===== config.mk =====
export PLATFORM = sky130hd
export DESIGN_NAME = battery_percent_stable_filter
export DESIGN_NICKNAME = d
export VERILOG_FILES = /design/src/rtl/bpsf_pkg.sv /design/src/rtl/bpsf_div.sv /design/src/rtl/battery_percent_stable_filter.sv
export VERILOG_INCLUDE_DIRS = /design/src /design/src/rtl
export SDC_FILE = /design/constraint.sdc
export NUM_CORES = 1
export LEC_CHECK = 0
export BUFFER_PORTS_ARGS = -buffer_cell sky130_fd_sc_hd__buf_2
export CORE_AREA = 2 2 136 237
export DETAILED_ROUTE_END_ITERATION = 8
export DIE_AREA = 0 0 138 239
export GPL_TIMING_DRIVEN = 1
export SYNTH_ARGS = -nofsm -noshare
export SYNTH_HDL_FRONTEND = slang
export SYNTH_SLANG_ARGS = --single-unit

===== constraint.sdc =====
create_clock -name i_clk -period 8.1 [get_ports i_clk]
set_input_delay 0.81 -clock i_clk [delete_from_list [all_inputs] [get_ports i_clk]]
set_output_delay 0.81 -clock i_clk [all_outputs]
set_load 0.02 [all_outputs]

===== src/rtl/battery_percent_stable_filter_macros.svh =====
// Assertion macros shared by the battery percentage filter RTL.
// Needs i_clk and i_rst_n in the scope where a macro is used.
`ifndef BATTERY_PERCENT_STABLE_FILTER_MACROS_SVH
`define BATTERY_PERCENT_STABLE_FILTER_MACROS_SVH

// same-cycle implication, disabled during reset
`define BPSF_ASSERT_IMP(lbl, ante, cons, msg) \
    lbl: assert property (@(posedge i_clk) disable iff (!i_rst_n) (ante) |-> (cons)) \
        else $error(msg);

// next-cycle implication, disabled during reset
`define BPSF_ASSERT_NXT(lbl, ante, cons, msg) \
    lbl: assert property (@(posedge i_clk) disable iff (!i_rst_n) (ante) |=> (cons)) \
        else $error(msg);

`endif


===== src/rtl/bpsf_pkg.sv =====
// Shared widths, constants, register codes and divider interface types
// for the battery percentage filter. No dependencies.
`default_nettype none

package bpsf_pkg;

    // field widths
    localparam int unsigned SAMPLE_W   = 10;
    localparam int unsigned PCT_W      = 7;
    localparam int unsigned MV_W       = 13;
    localparam int unsigned CFG_IDX_W  = 2;
    localparam int unsigned IN_DATA_W  = 16;
    localparam int unsigned OUT_DATA_W = 16;
    localparam int unsigned IN_PAD_W   = IN_DATA_W - SAMPLE_W;
    localparam int unsigned OUT_PAD_W  = OUT_DATA_W - (2 * PCT_W + 1);

    // arithmetic widths (tenths of a millivolt)
    localparam int unsigned V_W   = 16;                 // sample*42 <= 42966
    localparam int unsigned TMV_W = 17;                 // mV*10 <= 81910
    localparam int unsigned DIV_W = TMV_W + 1;          // 2*(F-E)
    localparam int unsigned Q_W   = PCT_W;              // quotient <= 100
    localparam int unsigned NUM_W = DIV_W + Q_W - 1;    // 200*(v-E)+(F-E)
    localparam int unsigned STEP_W = 3;

    // scale factors
    localparam logic [V_W-1:0]   COUNTS_TO_TENTHS = V_W'(42);
    localparam logic [TMV_W-1:0] MV_TO_TENTHS     = TMV_W'(10);
    localparam logic [NUM_W-1:0] PCT_SCALE2       = NUM_W'(200);
    localparam logic [PCT_W-1:0] PCT_FULL         = PCT_W'(100);
    localparam logic [PCT_W-1:0] PCT_ZERO         = PCT_W'(0);

    // register map and reset values
    localparam logic [CFG_IDX_W-1:0] REG_EMPTY_MV = CFG_IDX_W'(0);
    localparam logic [CFG_IDX_W-1:0] REG_FULL_MV  = CFG_IDX_W'(1);
    localparam logic [MV_W-1:0]      EMPTY_MV_RST = MV_W'(3300);
    localparam logic [MV_W-1:0]      FULL_MV_RST  = MV_W'(4200);

    // parameter defaults
    localparam int unsigned WINDOW_LENGTH_DEF  = 5;
    localparam int unsigned LOW_RUN_LENGTH_DEF = 5;

    typedef struct packed {
        logic             start;
        logic [NUM_W-1:0] num;
        logic [DIV_W-1:0] den;
    } t_div_req;

    typedef struct packed {
        logic           done;
        logic [Q_W-1:0] quot;
    } t_div_rsp;

endpackage

`default_nettype wire


===== src/rtl/bpsf_div.sv =====
// Restoring serial divider, one quotient bit per cycle, MSB first.
// Depends on bpsf_pkg. Quotient must fit in Q_W bits.
`default_nettype none

module bpsf_div
    import bpsf_pkg::*;
(
    input  wire logic     i_clk,
    input  wire logic     i_rst_n,
    input  wire t_div_req i_req,
    output t_div_rsp      o_rsp
);

    logic [NUM_W-1:0]  r_rem, n_rem;
    logic [NUM_W-1:0]  r_dsh, n_dsh;
    logic [Q_W-1:0]    r_quot, n_quot;
    logic [STEP_W-1:0] r_cnt, n_cnt;
    logic              r_busy, n_busy;
    logic              r_done, n_done;

    always_comb begin
        n_rem  = r_rem;
        n_dsh  = r_dsh;
        n_quot = r_quot;
        n_cnt  = r_cnt;
        n_busy = r_busy;
        n_done = 1'b0;
        if (i_req.start) begin
            n_rem  = i_req.num;
            n_dsh  = {i_req.den, (Q_W - 1)'(0)};
            n_quot = '0;
            n_cnt  = STEP_W'(Q_W - 1);
            n_busy = 1'b1;
        end else if (r_busy) begin
            if (r_rem >= r_dsh) begin
                n_rem  = r_rem - r_dsh;
                n_quot = {r_quot[Q_W-2:0], 1'b1};
            end else begin
                n_quot = {r_quot[Q_W-2:0], 1'b0};
            end
            n_dsh = r_dsh >> 1;
            if (r_cnt == '0) begin
                n_busy = 1'b0;
                n_done = 1'b1;
            end else begin
                n_cnt = r_cnt - STEP_W'(1);
            end
        end
    end

    always_ff @(posedge i_clk) begin
        if (!i_rst_n) begin
            r_busy <= 1'b0;
            r_done <= 1'b0;
        end else begin
            r_busy <= n_busy;
            r_done <= n_done;
        end
        r_rem  <= n_rem;
        r_dsh  <= n_dsh;
        r_quot <= n_quot;
        r_cnt  <= n_cnt;
    end

    assign o_rsp.done = r_done;
    assign o_rsp.quot = r_quot;

endmodule

`default_nettype wire


===== src/rtl/battery_percent_stable_filter.sv =====
// Battery state-of-charge filter: each transfer on the slave stream is one 10-bit
// converter reading (4.2 mV per count). The block maps it linearly between the
// empty and full voltages to a percentage 0..100 rounded half up, debounces it
// (the filtered value moves only when the new value matches the previous
// WINDOW_LENGTH-1 values) and drops the supply_ok flag after LOW_RUN_LENGTH
// consecutive readings below the empty voltage. One result transfer per input.
// A reading is taken only in the idle state, after the last one has left the
// finish state. One that needs the division waits on the 7-step serial divider;
// one clamped to 0 or 100 skips it. A new reading is taken while a result waits
// in the output register. Configuration writes are always taken (ready held high).
// Depends on bpsf_pkg, bpsf_div and battery_percent_stable_filter_macros.svh.
`default_nettype none

module battery_percent_stable_filter
    import bpsf_pkg::*;
#(
    parameter int unsigned WINDOW_LENGTH  = WINDOW_LENGTH_DEF,   // 2..16
    parameter int unsigned LOW_RUN_LENGTH = LOW_RUN_LENGTH_DEF   // 1..7
) (
    input  wire logic                  i_clk,
    input  wire logic                  i_rst_n,
    // configuration write channel
    input  wire logic                  i_cfg_valid,
    output logic                       o_cfg_ready,
    input  wire logic [CFG_IDX_W-1:0]  i_cfg_index,
    input  wire logic [MV_W-1:0]       i_cfg_data,
    // input stream
    input  wire logic                  i_s_axis_tvalid,
    output logic                       o_s_axis_tready,
    input  wire logic [IN_DATA_W-1:0]  i_s_axis_tdata,  // [9:0] adc_sample, rest zero
    // result stream
    output logic                       o_m_axis_tvalid,
    input  wire logic                  i_m_axis_tready,
    output logic [OUT_DATA_W-1:0]      o_m_axis_tdata   // [6:0] raw_percent,
                                                        // [13:7] filtered_percent,
                                                        // [14] supply_ok, [15] zero
);

    localparam int unsigned HIST_LEN = WINDOW_LENGTH - 1;
    localparam int unsigned LR_W     = $clog2(LOW_RUN_LENGTH + 1);
    localparam logic [LR_W-1:0] LOW_RUN_MAX = LR_W'(LOW_RUN_LENGTH);

    // sequencer states
    localparam logic [1:0] ST_IDLE = 2'd0;   // waiting for a reading
    localparam logic [1:0] ST_CALC = 2'd1;   // scale, clamp checks, start divide
    localparam logic [1:0] ST_DIV  = 2'd2;   // divider running
    localparam logic [1:0] ST_FIN  = 2'd3;   // update filter state, load output

    logic [1:0]          r_state, n_state;
    logic [MV_W-1:0]     r_empty_mv;
    logic [MV_W-1:0]     r_full_mv;
    logic [SAMPLE_W-1:0] r_sample;
    logic [PCT_W-1:0]    r_pct, n_pct;
    logic                r_low, n_low;

    logic [PCT_W-1:0]    r_hist [HIST_LEN];
    logic [PCT_W-1:0]    r_stable;
    logic                r_primed;
    logic [LR_W-1:0]     r_low_cnt, n_low_cnt;

    logic                r_out_valid;
    logic [PCT_W-1:0]    r_out_raw;
    logic [PCT_W-1:0]    r_out_filt;
    logic                r_out_pg;

    t_div_req            w_div_req;
    t_div_rsp            w_div_rsp;

    logic                w_in_xfer;
    logic                w_out_xfer;
    logic                w_fin_go;
    logic                w_all_equal;
    logic [PCT_W-1:0]    w_stable_nxt;

    // scaled quantities, all in tenths of a millivolt
    logic [V_W-1:0]      w_v;
    logic [TMV_W-1:0]    w_v_ext;
    logic [TMV_W-1:0]    w_e;
    logic [TMV_W-1:0]    w_f;
    logic [TMV_W-1:0]    w_span;
    logic [TMV_W-1:0]    w_dv;
    logic                w_special;

    assign w_in_xfer  = i_s_axis_tvalid && o_s_axis_tready;
    assign w_out_xfer = o_m_axis_tvalid && i_m_axis_tready;
    // result register free now or emptied this cycle
    assign w_fin_go   = (r_state == ST_FIN) && (!r_out_valid || i_m_axis_tready);

    assign o_cfg_ready     = 1'b1;
    assign o_s_axis_tready = (r_state == ST_IDLE);

    // configuration registers; unknown index is dropped
    always_ff @(posedge i_clk) begin
        if (!i_rst_n) begin
            r_empty_mv <= EMPTY_MV_RST;
            r_full_mv  <= FULL_MV_RST;
        end else if (i_cfg_valid) begin
            case (i_cfg_index)
                REG_EMPTY_MV: r_empty_mv <= i_cfg_data;
                REG_FULL_MV:  r_full_mv  <= i_cfg_data;
                default:      ;
            endcase
        end
    end

    always_ff @(posedge i_clk) begin
        if (w_in_xfer) begin
            r_sample <= i_s_axis_tdata[SAMPLE_W-1:0];
        end
    end

    // scaling by constants, then the clamp cases that skip the divider
    assign w_v     = V_W'(r_sample) * COUNTS_TO_TENTHS;
    assign w_v_ext = TMV_W'(w_v);
    assign w_e     = TMV_W'(r_empty_mv) * MV_TO_TENTHS;
    assign w_f     = TMV_W'(r_full_mv) * MV_TO_TENTHS;
    assign w_span  = w_f - w_e;
    assign w_dv    = w_v_ext - w_e;
    assign w_special = (w_f <= w_e) || (w_v_ext <= w_e) || (w_v_ext >= w_f);

    // round half up: (200*(v-E) + span) / (2*span)
    assign w_div_req.start = (r_state == ST_CALC) && !w_special;
    assign w_div_req.num   = NUM_W'(w_dv) * PCT_SCALE2 + NUM_W'(w_span);
    assign w_div_req.den   = {w_span, 1'b0};

    bpsf_div u_div (
        .i_clk   (i_clk),
        .i_rst_n (i_rst_n),
        .i_req   (w_div_req),
        .o_rsp   (w_div_rsp)
    );

    // sequencer
    always_comb begin
        n_state = r_state;
        n_pct   = r_pct;
        n_low   = r_low;
        case (r_state)
            ST_IDLE: begin
                if (w_in_xfer) begin
                    n_state = ST_CALC;
                end
            end
            ST_CALC: begin
                n_low = (w_v_ext < w_e);
                if (w_special) begin
                    // full not above empty falls in here too
                    n_pct   = (w_f > w_e) ? ((w_v_ext >= w_f) ? PCT_FULL : PCT_ZERO)
                                          : ((w_v_ext >= w_f) ? PCT_FULL : PCT_ZERO);
                    n_state = ST_FIN;
                end else begin
                    n_state = ST_DIV;
                end
            end
            ST_DIV: begin
                if (w_div_rsp.done) begin
                    n_pct   = w_div_rsp.quot;
                    n_state = ST_FIN;
                end
            end
            ST_FIN: begin
                if (w_fin_go) begin
                    n_state = ST_IDLE;
                end
            end
            default: n_state = ST_IDLE;
        endcase
    end

    always_ff @(posedge i_clk) begin
        if (!i_rst_n) begin
            r_state <= ST_IDLE;
        end else begin
            r_state <= n_state;
        end
        r_pct <= n_pct;
        r_low <= n_low;
    end

    // debounce: compare against every stored value
    always_comb begin
        w_all_equal = 1'b1;
        for (int i = 0; i < HIST_LEN; i++) begin
            if (r_hist[i] != r_pct) begin
                w_all_equal = 1'b0;
            end
        end
    end

    assign w_stable_nxt = (!r_primed || w_all_equal) ? r_pct : r_stable;

    // saturating run of low readings, cleared by any reading not below empty
    always_comb begin
        if (!r_low) begin
            n_low_cnt = '0;
        end else if (r_low_cnt < LOW_RUN_MAX) begin
            n_low_cnt = r_low_cnt + LR_W'(1);
        end else begin
            n_low_cnt = r_low_cnt;
        end
    end

    always_ff @(posedge i_clk) begin
        if (!i_rst_n) begin
            r_stable  <= PCT_ZERO;
            r_primed  <= 1'b0;
            r_low_cnt <= '0;
            for (int i = 0; i < HIST_LEN; i++) begin
                r_hist[i] <= PCT_ZERO;
            end
        end else if (w_fin_go) begin
            r_stable  <= w_stable_nxt;
            r_primed  <= 1'b1;
            r_low_cnt <= n_low_cnt;
            if (!r_primed) begin
                // first reading fills the whole window
                for (int i = 0; i < HIST_LEN; i++) begin
                    r_hist[i] <= r_pct;
                end
            end else begin
                for (int i = 0; i + 1 < HIST_LEN; i++) begin
                    r_hist[i] <= r_hist[i+1];
                end
                r_hist[HIST_LEN-1] <= r_pct;
            end
        end
    end

    // output register
    always_ff @(posedge i_clk) begin
        if (!i_rst_n) begin
            r_out_valid <= 1'b0;
        end else if (w_fin_go) begin
            r_out_valid <= 1'b1;
        end else if (w_out_xfer) begin
            r_out_valid <= 1'b0;
        end
        if (w_fin_go) begin
            r_out_raw  <= r_pct;
            r_out_filt <= w_stable_nxt;
            r_out_pg   <= (n_low_cnt < LOW_RUN_MAX);
        end
    end

    assign o_m_axis_tvalid = r_out_valid;
    assign o_m_axis_tdata  = {OUT_PAD_W'(0), r_out_pg, r_out_filt, r_out_raw};

    // checks
    `include "battery_percent_stable_filter_macros.svh"

    `BPSF_ASSERT_IMP(a_raw_in_range, o_m_axis_tvalid, r_out_raw <= PCT_FULL, "raw_percent over 100")
    `BPSF_ASSERT_IMP(a_cnt_sat, 1'b1, r_low_cnt <= LOW_RUN_MAX, "low run count past saturation")
    `BPSF_ASSERT_IMP(a_div_done_state, w_div_rsp.done, r_state == ST_DIV, "divider done outside wait")
    `BPSF_ASSERT_NXT(a_fin_loads_out, w_fin_go, o_m_axis_tvalid && r_primed, "result not presented after finish")

endmodule

`default_nettype wire


==> flow_summary.yaml <==
routing:
  routedWlPerCell_um: 16.5
  drcViolationCount: 0
  postRouteWirelength_um: 32300
  route.detailed.vias_per_inst: 5.49
  routed-via-count: 10700
  drt-pass1-iter-count: 5
  drt_iter0_markers: 445
  antenna_violating_nets_post_route: 0
clock_network:
  cts_buffers: 17
  clkTransAtPathRegs_ns: 0.07
  clock_insertion_delay_worst_skew_ns: 0.46
  clock_tree_buffer_depth: 2
  hold_buffers: 0
  cts-htree-levels: 4
  sink_count: 161
  cts_tree: "built"
  cts.root.buffer_cell: "sky130_fd_sc_hd__clkbuf_16"
layout:
  area_growth_pct: 9.27
  commonest_non_fill_non_tap_cells_in_the_layout: "216 x sky130_fd_sc_hd__ha_1, 144 x sky130_fd_sc_hd__nand2_1, 143 x sky130_fd_sc_hd__inv_1"
  final_common_cell: "sky130_fd_sc_hd__ha_1"
  antennaDiodeCount: 0
  layout.cell_area.non_filler_um2: 15100
  post_layout_nonfiller_instances: 1958
  fin_nets: 1822
  layout-drive-gt1-share: 0.0736
floorplanning:
  floorplan.core_area_um2: 31200
  start_util: 0.442
  die_w_um: 138
  die_area_um2: 33000
  die_h_um: 239
  io-pin-count: 55
  floorplan.rows: 86
grt:
  grt_pass1_vias: 10700
  grt_start_max_net_pins: 80
  grt_first_pass_wirelength_um: 52400
  antenna_violations_before_repair: 0
  gr-usage-all-layers: 0.199
  globalRoute.totalOverflow: 0
job:
  timing.max_cap.violations: 0
placement:
  dp_hpwl_um: 25900
  io_buffer_count: 46
  postPlaceCellArea_um2: 14500
  post-place-ws_ns: 0.512
  placed_cells_incl_taps: 1926
  finalWeightedCongestion: 0.909
logic_synthesis:
  yosys_most_used_dff: "sky130_fd_sc_hd__edfxtp_1"
  synth_async_sr_flop_share: 0
  syn-num-nets: 1778
  synth_top_area_cell: "sky130_fd_sc_hd__edfxtp_1"
  synth_top_cells_by_area: "sky130_fd_sc_hd__edfxtp_1 22%, sky130_fd_sc_hd__ha_1 20%, sky130_fd_sc_hd__dfxtp_1 8.6%"
  share_of_the_synthesized_area_in_the_top_cell_type: 0.222
  syn_area_um2: 13800
  synthesized_area_divided_by_synthesized_cell_count_um2: 9.16
  ys_seq_elements: 161
  number_of_enable_type_register_cells_in_the_synthesized_netlist: 102
  synth.yosys.seq_area_share: 0.308
  synth.yosys.warnings: 0
  synth.distinct_cells: 75
  post_synth_inst_count: 1505
worst_setup_path:
  setup.worst_path.end_class: "flop"
  cp_slowest_stage_delay_ns: 0.53
  cp_data_required_time_ns: 8.31
  criticalPathCategory: "reg -> reg"
  critPathMaxFanout: 6
  crit_arrival_ns: 7.78
  crit_path_start_kind: "flop"
  cp.buffers_inverters: 3
  timing.critical_path.slowest_stage_cell: "sky130_fd_sc_hd__fa_1"
  most_prevalent_standard_cell_on_the_critical_path: "sky130_fd_sc_hd__ha_1"
  cp_top_family: "adder cells"
timing:
  layout_setup_ws_ns: 0.536
  grt_setup_unrepaired: "false"
  fin_tns_setup_ns: 0
  finalHoldViolations: 0
  final.setup_skew_ns: 0.0104
  relSlewSlack: 0.355
  number_of_failing_setup_endpoints_in_the_final_timing_report: 0
  min_period_over_period: 0.934
  timing.fmax_mhz: 132
  min_period_ns: 7.56
  worst_pin_slew_ns: 0.960
  final-max-slew-violation-count: 0
hold_path:
  hold_class: "reg -> reg"
status:
  outcome: "completed"
[per-layer routing]
layer  routed length [µm]  GRT usage
met1                11900      0.192
met2                18400      0.405
met3                  610     0.0276
met4                 1360     0.0946
met5                    0          0
[synth_stat cells, drive strengths merged (31+ instances only)]
master and number:
nor2b 34, a21o 43, nand2 144, o21ai 74, nand2b 31, edfxtp 102, inv 143, xnor2 73
nand3 35, nor2 94, a21oi 95, dfxtp 59, ha 216
[cell families (layout without fill, tap and decap cells)]
group,count (synthesis),in the layout,share of synthesized area
other,2,2,0.000545
buffers and inverters,179,236,0.0514
XOR/XNOR,103,103,0.0654
adder cells (fa/ha/maj),237,237,0.226
multiplexers,40,40,0.0305
AO/OA/AOI/OAI,346,346,0.165
flip-flops,161,161,0.308
AND/OR/NAND/NOR,437,437,0.153
[sequential cells by signal, indices dropped and copies added (netlist names), 10 cells and up]
register	count
r_empty_mv	13
r_full_mv	13
r_hist	28
r_sample	10
u_div.r_dsh	24
u_div.r_rem	24
[final timing paths]
check | depth (start not counted) | endpoint | slack (ns) | start
worst max-delay path | 30 | u_div.r_rem[23]$_DFFE_PP_ | 0.54 | r_sample[1]$_DFFE_PP_
worst min-delay path | 1 | u_div.r_cnt[2]$_SDFFE_PP1P_ | 0.46 | u_div.r_cnt[2]$_SDFFE_PP1P_
worst max register to register | 30 | u_div.r_rem[23]$_DFFE_PP_ | 0.54 | r_sample[1]$_DFFE_PP_
worst min register to register | 1 | u_div.r_cnt[2]$_SDFFE_PP1P_ | 0.46 | u_div.r_cnt[2]$_SDFFE_PP1P_
[worst register-to-register path, delay by kind of cell, from the launching register on]
family / cells / cell delay (ns)
adder cells (fa/ha/maj): 9 / 3.14
AO/OA/AOI/OAI: 9 / 1.76
AND/OR/NAND/NOR: 5 / 1.00
XOR/XNOR: 3 / 0.57
flip-flops: 1 / 0.43
multiplexers: 1 / 0.25
buffers and inverters: 3 / 0.18
[area by class of cell]
type	count	area, µm²
multi-input combinational	1165	8850
timing repair buffer	61	355
inverter	143	537
sequential	161	4240
clock buffer	17	425
clock inverter	15	165
fill	3008	16100
tap	396	495
[timing repair]
item | in CTS | in global routing
buffers inserted | 0 | 0
setup endpoints to repair | 0 | 1
resized for setup | 0 | 1
[through the flow]
stage                      util  hold WS (ns)
after CTS                 0.483         0.468
after detailed placement  0.464         0.452
after global placement    0.464         0.443
final                     0.483         0.465
after global routing      0.483         0.482
after floorplan               -         0.435
Power is not shown: default switching activity piles up to over one toggle a cycle in this logic, so the estimate is an artifact.
